## config.mk

```make
export PLATFORM = sky130hd
export DESIGN_NAME = crb_ram
export DESIGN_NICKNAME = d
export VERILOG_FILES = /design/src/rtl/crb_ram.sv
export SDC_FILE = /design/constraint.sdc
export NUM_CORES = 1
export LEC_CHECK = 0
export BUFFER_PORTS_ARGS = -buffer_cell sky130_fd_sc_hd__buf_2
export CAP_MARGIN = 0
export CORE_MARGIN = 10
export CORE_UTILIZATION = 43
export DETAILED_ROUTE_END_ITERATION = 8
export GPL_ROUTABILITY_DRIVEN = 0
export HOLD_SLACK_MARGIN = 0.08
export PLACE_DENSITY = 0.59
export SETUP_SLACK_MARGIN = 0.3
export SYNTH_ARGS = -nofsm -noshare
export SYNTH_HDL_FRONTEND = slang
export SYNTH_SLANG_ARGS = --single-unit
```

## constraint.sdc

```tcl
create_clock -name clock -period 3.21 [get_ports clock]
set_clock_uncertainty 0.15 [all_clocks]
set_input_delay 0.1605 -clock clock [delete_from_list [all_inputs] [get_ports clock]]
set_output_delay 0.1605 -clock clock [all_outputs]
set_load 0.1 [all_outputs]
```

## src/rtl/crb_ram.sv

```systemverilog
`default_nettype none
// ----------------------------------------------------------------------------
// crb_ram
// Generic single write, single read port RAM with registered read data.
// ----------------------------------------------------------------------------
module crb_ram #(
   parameter int WIDTH = 8,
   parameter int DEPTH = 16
) (
   input  logic                     clock,
   input  logic                     wr_en,
   input  logic [$clog2(DEPTH)-1:0] wr_addr,
   input  logic [WIDTH-1:0]         wr_data,
   input  logic [$clog2(DEPTH)-1:0] rd_addr,
   output logic [WIDTH-1:0]         rd_data
);

   logic [WIDTH-1:0] mem_ff [DEPTH];
   logic [WIDTH-1:0] rd_data_ff;

   always_ff @(posedge clock) begin
      if (wr_en) begin
         mem_ff[wr_addr] <= wr_data;
      end
      rd_data_ff <= mem_ff[rd_addr];
   end

   assign rd_data = rd_data_ff;

endmodule
`default_nettype wire

```

==> metrics.txt <==
Cell Chain, Critical Path buf_2 -> buf_4 -> mux4_1 -> a22oi_1 -> nand2_1; P per Cell Area 691 nW/µm²; Final Routed Wirelength 10.4 mm; top cells by area, synth edfxtp_1 (75%), mux4_2 (7.9%), mux4_1 (7.1%); initial core utilization 44.5%; initial antenna violation count 0; CTS tree built; fin crit period 1.72 ns; n_diodes 0; yosys warns 0; critical path required time 3.35 ns; largest delay contributor family on the critical path buffers and inverters; via count 2453; DR iter-0 viols 234; Main synth FF type edfxtp_1; status complete, no violations; die area 16700 µm²; Die W 129 µm; Distinct cells, synth 19; worst min path class in -> reg; Max-slew headroom 28.7%; Synth top cells by count edfxtp_1 (128), mux4_2 (18), a22oi_1 (16); Slew Limit Fails 0; final-layout fill cell count 899; I/O Pins 26; clock slew at reported path FFs 0.06 ns; Crit Path Max Fanout 13; register area share after synthesis 77.8%; Worst setup SP type input pin; cell taking the most area after synthesis edfxtp_1; Clk Latency, worst-skew pair 0.41 ns; nets 300; TritonCTS Sinks 136; first-pass GRT wire length 16.3 mm; Fin Hold WS 0.105 ns; RSZ-0062 raised after global routing no; worst vdd ir 0.374 mV; asr flop ratio synth 0%; Mapped Cells 229; cell with the most instances after synthesis edfxtp_1; Post-synth EDFFs 128; total grt overflow 0; Post-CTS Repair Setup Buffers 0; height of the die 129 µm; Buf/Inv on CP 2; leakage 2.07 nW; core area 11600 µm²; CTS Buf Count 17; top-area cell type share of the netlist area 74.7%; row count 39; Mapped Area 5150 µm²; placed insts 398; DRT antenna net count 0; fmax 581 MHz; largest net degree at the start of global routing 33; Power Total 4.24 mW; Resize count post-CTS 0; root buf cell clkbuf_16; drt drc 0; share of cells above drive strength 1 28.8%; Setup CP Type in -> reg; slowest stage cell, crit path mux4_1; Avg Cell Area, Syn 22.5 µm²; input/output buffers 25; #FFs+latches synth 136; worst path arrival time 1.86 ns; Worst setup EP type flop; Layout Cells excl Fill 438; vias in the first global route 2629; Max Root-Sink Buffers 2; setup tns final 0 ns; Fin. Hold Viols 0; max incr delay on CP 0.58 ns; area grow syn2layout 19.4%; gr usage total 13.5%; Worst Max-Slew Pin Slew 1.07 ns; Synthesized Nets 247; Final period util 53.6%; Setup violations, final 0; DR WL/cell 23.8 µm; hpwl dp 6.83 mm; maxcap violations 0; 1st-pass router iterations 4; CTS H-tree lvls 4; Via density 5.60
[state kept, by name, indices dropped and copies added, names as in the netlist]
signal / cells
rd_data: 8
mem_ff: 128
[logic make-up (layout without fill, tap and decap cells)]
group           after synthesis  in the layout  synth area share, %
flops                       136            136                 77.8
buf+inv                      10             76                 1.68
simple gates                 35             35                 3.18
mux                          32             32                 15.0
compound gates               16             16                 2.33
[placed cells by master (no fill, tap or decap), drive strengths merged]
| master | count |
|---|---|
| buf | 36 |
| clkinv | 4 |
| nor2b | 1 |
| and2b | 1 |
| nand3 | 1 |
| nor3 | 4 |
| or3b | 1 |
| nand3b | 2 |
| dfxtp | 8 |
| edfxtp | 128 |
| nand2 | 9 |
| clkinvlp | 4 |
| a22oi | 16 |
| clkbuf | 21 |
| bufinv | 3 |
| nor2 | 13 |
| mux4 | 32 |
| dlygate4sd3 | 8 |
| nand2b | 2 |
| and2 | 1 |
[timing repair]
item / CTS / global route
hold buffers: 8 / 0
endpoints found under the setup margin: 0 / 0
endpoints found under the hold margin: 128 / 0
[worst paths after layout]
path	slack [ns]	startpoint	cells after the start	endpoint
worst max register to register	1.64	mem_ff[1][1]$_DFFE_PP_	3	rd_data[1]$_DFF_P_
worst max-delay path	1.49	rd_addr[0]	5	rd_data[1]$_DFF_P_
worst min register to register	0.52	mem_ff[7][2]$_DFFE_PP_	3	rd_data[2]$_DFF_P_
worst min-delay path	0.11	wr_addr[3]	3	mem_ff[2][4]$_DFFE_PP_
[tightest hold or removal path: cells and delay by family]
kind / cells / cell delay, ns
and+or+nand+nor: 2 / 0.22
buffers and inverters: 1 / 0.11
[cell type report]
cell class                 count  area (µm²)  area share, %
timing repair buffer          44         288           4.68
clock buffer                  21         470           7.66
sequential                   136        4000           65.2
clock inverter                11         146           2.38
multi-input combinational     83        1060           17.2
tap                          143         179           2.91
[per-layer routing]
layer  vias to the layer above  share of wire, %  wire length [µm]  global-route usage [%]
met3                        11               6.9               723                    3.63
met5                         -                 0                 0                       0
met4                         0               1.4               146                    6.15
li1                       1079                 -                 -                       -
met2                        80                50              5230                    21.0
met1                      1283                42              4340                    17.5
[stage by stage]
step                      area (µm²)  utilization (%)  setup slack, ns
final                           6140             53.1             1.49
after global routing            6140             53.1             1.39
after CTS                       6140             53.1             1.45
after detailed placement        5450             47.1             1.05
after global placement          5450             47.1             1.05
after floorplan                 5150                -             1.41
[power by group]
part / internal (mW) / switching (mW) / total [mW] / leakage (nW)
clock: 1.28 / 0.694 / 1.97 / 0.289
sequential: 1.99 / 0.0117 / 2.00 / 1.22
combinational: 0.0807 / 0.190 / 0.271 / 0.562
(Power assumes the default switching activity.)
