**src/rtl/crb_pkg.sv**
```systemverilog
`default_nettype none
// ----------------------------------------------------------------------------
// crb_pkg
// Shared constants, codes and types of the clipped rectangle blitter.
// ----------------------------------------------------------------------------
package crb_pkg;

   localparam int MAX_WIDTH  = 1024;
   localparam int MAX_HEIGHT = 512;
   localparam int SURF_DEPTH = MAX_WIDTH * MAX_HEIGHT;
   localparam int ADDR_W     = $clog2(SURF_DEPTH);

   localparam int PIX_W      = 8;
   localparam int CRD_W      = 16;
   localparam int OP_W       = 3;
   localparam int SEL_W      = 3;
   localparam int POS_W      = 12;
   localparam int SIZE_W     = 11;
   localparam int DRAWN_W_W  = 11;
   localparam int DRAWN_H_W  = 10;
   localparam int SURF_WREG_W = 11;
   localparam int SURF_HREG_W = 10;
   localparam int OFF_W      = 11;

   localparam int CSR_IDX_W  = 3;
   localparam int CSR_DATA_W = 11;

   localparam logic [PIX_W-1:0] MASK_COLOUR = 8'd8;
   localparam int SURF_WIDTH_RESET  = 640;
   localparam int SURF_HEIGHT_RESET = 400;

   typedef enum logic [CSR_IDX_W-1:0] {
      CSR_SURF0_WIDTH,
      CSR_SURF0_HEIGHT,
      CSR_SURF1_WIDTH,
      CSR_SURF1_HEIGHT,
      CSR_SURF0_OFFSET_X,
      CSR_SURF0_OFFSET_Y,
      CSR_SURF1_OFFSET_X,
      CSR_SURF1_OFFSET_Y
   } csr_index_type;

   typedef enum logic [OP_W-1:0] {
      OP_FILL,
      OP_COPY,
      OP_MASKED_COPY,
      OP_SWAP,
      OP_COMPOSE,
      OP_WRITE_PIXEL,
      OP_READ_PIXEL,
      OP_NOP
   } op_type;

   typedef logic signed [CRD_W-1:0] crd_type;
   typedef logic [ADDR_W-1:0] addr_type;

   typedef enum logic [2:0] {
      CLIP_LEFT_A,
      CLIP_TOP_A,
      CLIP_LEFT_B,
      CLIP_TOP_B,
      CLIP_RIGHT_A,
      CLIP_BOTTOM_A,
      CLIP_RIGHT_B,
      CLIP_BOTTOM_B
   } clip_step_type;

   typedef struct packed {
      crd_type ax;
      crd_type ay;
      crd_type bx;
      crd_type by;
      crd_type w;
      crd_type h;
   } clip_rect_type;

   typedef struct packed {
      crd_type wa;
      crd_type ha;
      crd_type wb;
      crd_type hb;
   } clip_bounds_type;

   typedef enum logic [3:0] {
      ST_IDLE,
      ST_CLIP,
      ST_SETUP,
      ST_WALK,
      ST_PIXEL_CHECK,
      ST_PIXEL_ADDR,
      ST_PIXEL_ACCESS,
      ST_PIXEL_READ,
      ST_FINISH
   } state_type;

endpackage
`default_nettype wire

```
**src/rtl/crb_clip_unit.sv**
```systemverilog
`default_nettype none
// ----------------------------------------------------------------------------
// crb_clip_unit
// Shared clipping step: one edge adjustment of a rectangle pair per cycle.
// ----------------------------------------------------------------------------
module crb_clip_unit import crb_pkg::*; (
   input  clip_step_type   step,
   input  clip_rect_type   rect_cur,
   input  clip_bounds_type bounds,
   output clip_rect_type   rect_next
);

   always_comb begin
      rect_next = rect_cur;
      unique case (step)
         CLIP_LEFT_A: begin
            if (rect_cur.ax < 0) begin
               rect_next.w  = rect_cur.w + rect_cur.ax;
               rect_next.bx = rect_cur.bx - rect_cur.ax;
               rect_next.ax = '0;
            end
         end
         CLIP_TOP_A: begin
            if (rect_cur.ay < 0) begin
               rect_next.h  = rect_cur.h + rect_cur.ay;
               rect_next.by = rect_cur.by - rect_cur.ay;
               rect_next.ay = '0;
            end
         end
         CLIP_LEFT_B: begin
            if (rect_cur.bx < 0) begin
               rect_next.w  = rect_cur.w + rect_cur.bx;
               rect_next.ax = rect_cur.ax - rect_cur.bx;
               rect_next.bx = '0;
            end
         end
         CLIP_TOP_B: begin
            if (rect_cur.by < 0) begin
               rect_next.h  = rect_cur.h + rect_cur.by;
               rect_next.ay = rect_cur.ay - rect_cur.by;
               rect_next.by = '0;
            end
         end
         CLIP_RIGHT_A: begin
            if (rect_cur.ax + rect_cur.w > bounds.wa) begin
               rect_next.w = bounds.wa - rect_cur.ax;
            end
         end
         CLIP_BOTTOM_A: begin
            if (rect_cur.ay + rect_cur.h > bounds.ha) begin
               rect_next.h = bounds.ha - rect_cur.ay;
            end
         end
         CLIP_RIGHT_B: begin
            if (rect_cur.bx + rect_cur.w > bounds.wb) begin
               rect_next.w = bounds.wb - rect_cur.bx;
            end
         end
         CLIP_BOTTOM_B: begin
            if (rect_cur.by + rect_cur.h > bounds.hb) begin
               rect_next.h = bounds.hb - rect_cur.by;
            end
         end
      endcase
   end

endmodule
`default_nettype wire
```
**config.mk**
```make
export PLATFORM = sky130hd
export DESIGN_NAME = crb_clip_unit
export DESIGN_NICKNAME = d
export VERILOG_FILES = /design/src/rtl/crb_pkg.sv /design/src/rtl/crb_clip_unit.sv
export SDC_FILE = /design/constraint.sdc
export NUM_CORES = 1
export LEC_CHECK = 0
export BUFFER_PORTS_ARGS = -buffer_cell sky130_fd_sc_hd__buf_2
export CORE_ASPECT_RATIO = 0.5
export CORE_MARGIN = 3
export CORE_UTILIZATION = 30
export DETAILED_ROUTE_END_ITERATION = 10
export GPL_TIMING_DRIVEN = 0
export PLACE_DENSITY = 0.49
export SETUP_SLACK_MARGIN = 0.15
export SYNTH_ARGS = -nofsm -noshare
export SYNTH_HDL_FRONTEND = slang
export SYNTH_SLANG_ARGS = --single-unit
```
**constraint.sdc**
```tcl
create_clock -name vclk -period 16.8
set_input_delay 2.52 -clock vclk [all_inputs]
set_output_delay 2.52 -clock vclk [all_outputs]
set_load 0.05 [all_outputs]
```
==> flow_summary.json <==
{
  "grt_overflow": 0,
  "switchingPower_uw": 451.9,
  "synth_top_family_by_area": "compound AO/OA/AOI/OAI gates",
  "path_common_cell": "o21ai_1",
  "rsz0062_at_grt": "false",
  "routed_wl_um": 52460,
  "synth-simple-area-share_pct": 19.33,
  "avgRoutedWirePerCell_um": 20.72,
  "wl_met2_um": 25280,
  "syn-num-nets": 2179,
  "leakage_uw": 0.007052,
  "synth-xor-area-share_pct": 10.70,
  "slew_headroom_pct": 32.05,
  "pwr-share-seq_pct": 0,
  "fin_crit_sh_pct": 64.99,
  "mostFrequentLayoutCells": "253 x buf_2, 244 x ha_1, 188 x inv_1, 149 x nand2_1, 146 x o21ai_0",
  "synth_compound_area_share_pct": 33.49,
  "cap_viol_max_count": 0,
  "ctsHoldBuffers": 0,
  "ant_nets": 0,
  "yosysWarnings": 0,
  "hp-class": "in2out",
  "cp_cell_sequence": "buf_2, ha_1, a211oi_1, nor2_1, o41ai_1, o21ai_1, o41ai_1, o21ai_1, a31oi_1, xnor2_1, ha_1, and4_1, nand4_1, a21oi_1, a311oi_1, mux2i_1, nor2_2, o21ai_1, o21ai_0, and3_1, a31oi_1, buf_2",
  "hold_viol_final": 0,
  "critical-path-max-stage-delay_ps": 530,
  "drc": 0,
  "clock_buffers": 0,
  "synth.area.mux_share_pct": 1.246,
  "synth_adder_area_share_pct": 27.56,
  "critical_path_required_ps": 14280,
  "min_period_ps": 10920,
  "portBuffers": 252,
  "gp_congestion": 0.9183,
  "preCtsSetupSlack_ps": 6015,
  "p_comb_share_pct": 100.0,
  "start_util_pct": 31.16,
  "yosysTopAreaCellShare_pct": 25.55,
  "p_per_area_mw_per_mm2": 50.45,
  "grt_pass1_vias": 13350,
  "wl_met3_um": 2108,
  "tightest_slew_ps": 1011,
  "grtUsageTotal_pct": 23.27,
  "dpl.hpwl_um": 45040,
  "cts.repair.resized": 0,
  "yosys-top-cells-area": "ha_1 26%, xnor2_1 7.3%, o21ai_0 6.1%",
  "chipWidth_um": 288.3,
  "vias_per_cell": 5.471,
  "boundaryPins": 259,
  "dieArea_sq_mm": 0.04241,
  "wl_met1_um": 24090,
  "fp-row-count": 50,
  "status": "finished clean",
  "crit_arrival_ps": 8400,
  "post-cts-setup-buffers": 0,
  "clock.fmax_ghz": 0.09159,
  "critPathSlowestCell": "o41ai_1",
  "drv_slew": 0,
  "grt_antenna_before_repair": 0,
  "diodes": 0,
  "crit_type": "in2out",
  "setup_ws_ps": 5881,
  "post_dp_cell_area_sq_mm": 0.01386,
  "critPathMaxFanout": 10,
  "drive_gt1_share_pct": 13.67,
  "tns_ps": 0,
  "ir_drop_uv": 22.59,
  "grt_first_pass_wirelength_um": 77420,
  "die_y_um": 147.1,
  "netlist_area_sq_mm": 0.01195,
  "vias": 13853,
  "grt_start_max_net_pins": 11,
  "design.core.area_sq_mm": 0.03835,
  "fillerInstances": 4249,
  "syn2layout_area_growth_pct": 16.00,
  "syn_inst": 1760,
  "p_int_uw": 247.4,
  "routed.top_layer": "met4",
  "start_kind": "input pin",
  "swShare_pct": 64.62,
  "crit_path_end_kind": "output pin",
  "synth_top_area_cell": "ha_1",
  "synth_area_per_cell_sq_um": 6.790,
  "dr.pass1.iters": 5,
  "regArea_sq_um": 0,
  "fin_area_sq_mm": 0.01386,
  "yosysUniqueCellTypes": 71,
  "final-setup-viol-count": 0,
  "drt_iter0_drc": 941,
  "layout.nets": 2433,
  "yosysSeqAreaShare_pct": 0,
  "clock_power_share_pct": 0,
  "layout_commonest_cell": "buf_2",
  "nFlopsAndLatches": 0
}
final cells by class:
type | instances | area [sq um] | area share (%)
inverter | 189 | 709.4 | 5.118
tap | 520 | 650.6 | 4.694
buffer | 55 | 207.7 | 1.498
multi-input combinational | 1516 | 11030 | 79.59
timing repair buffer | 252 | 1261 | 9.098
Yosys cell counts (5+ instances only):
cell and count:
o211ai_1 12, a21oi_1 134, a221o_1 17, mux2i_1 7, a221oi_1 14, ha_1 244
o221ai_1 6, nand2b_1 28, nor2_1 128, o41ai_1 6, fa_1 12, nand2_1 149
a211oi_1 18, o31a_1 9, a21boi_0 7, a22o_1 12, o31ai_1 13, a22oi_1 12
nor2b_1 37, xnor2_1 100, o211a_1 5, and3_1 19, a21o_1 62, nand4_1 14
or2_2 10, nor3_1 32, o22ai_1 7, a31oi_1 22, or3_1 16, xor2_1 46
inv_1 188, mux2_2 6, o21a_1 33, o21ai_1 21, nand3_1 28, clkbuf_1 50
o21ai_0 146, and2_1 10, o21bai_1 14, a211o_1 5
power groups by stage:
stage | logic (uW) | registers, uW | clock network (uW)
after CTS | 693 | 0 | 0
after detailed placement | 689 | 0 | 0
after floorplan | 495 | 0 | 0
after global placement | 690 | 0 | 0
final | 699 | 0 | 0
after global routing | 764 | 0 | 0
worst paths after layout:
kind / slack [ps] / to / cells after the start / start
setup / recovery: 5880 / rect_next[13] / 22 / rect_cur[1]
hold / removal: 5480 / rect_next[0] / 4 / rect_cur[0]
routing by layer:
layer	vias to the layer above	track usage, %
met5	-	0
met1	6537	30.80
met2	378	42.28
met3	59	0.9922
li1	6879	-
met4	0	4.095
critical path: cells and delay by family:
kind / cells / cell delay (ps)
adders and majority gates: 2 / 650
AOI/OAI and AO/OA: 11 / 3310
buffers and inverters: 2 / 430
xor gates and xnor gates: 1 / 130
and+or+nand+nor: 5 / 960
muxes: 1 / 400
metrics by stage:
| stage | std cells | utilization (%) | hold slack [ps] | power, uW |
|---|---|---|---|---|
| 3_5_place_dp | 2532 | 36.15 | 5492 | 688.7 |
| 3_3_place_gp | 2532 | 36.15 | 5483 | 689.6 |
| 6_report | 2532 | 36.15 | 5485 | 699.3 |
| 5_1_grt | 2532 | 36.15 | 5505 | 763.7 |
| 4_1_cts | 2532 | 36.15 | 5493 | 692.9 |
| 2_1_floorplan | 1760 | - | 5305 | 494.5 |
cell families after synthesis:
group,count (synthesis)
XOR/XNOR,146
AND/OR/NAND/NOR,488
AO/OA/AOI/OAI,612
multiplexers,14
buffers and inverters,244
adder cells (fa/ha/maj),256
Note: power is estimated with default switching activity, not from simulation.
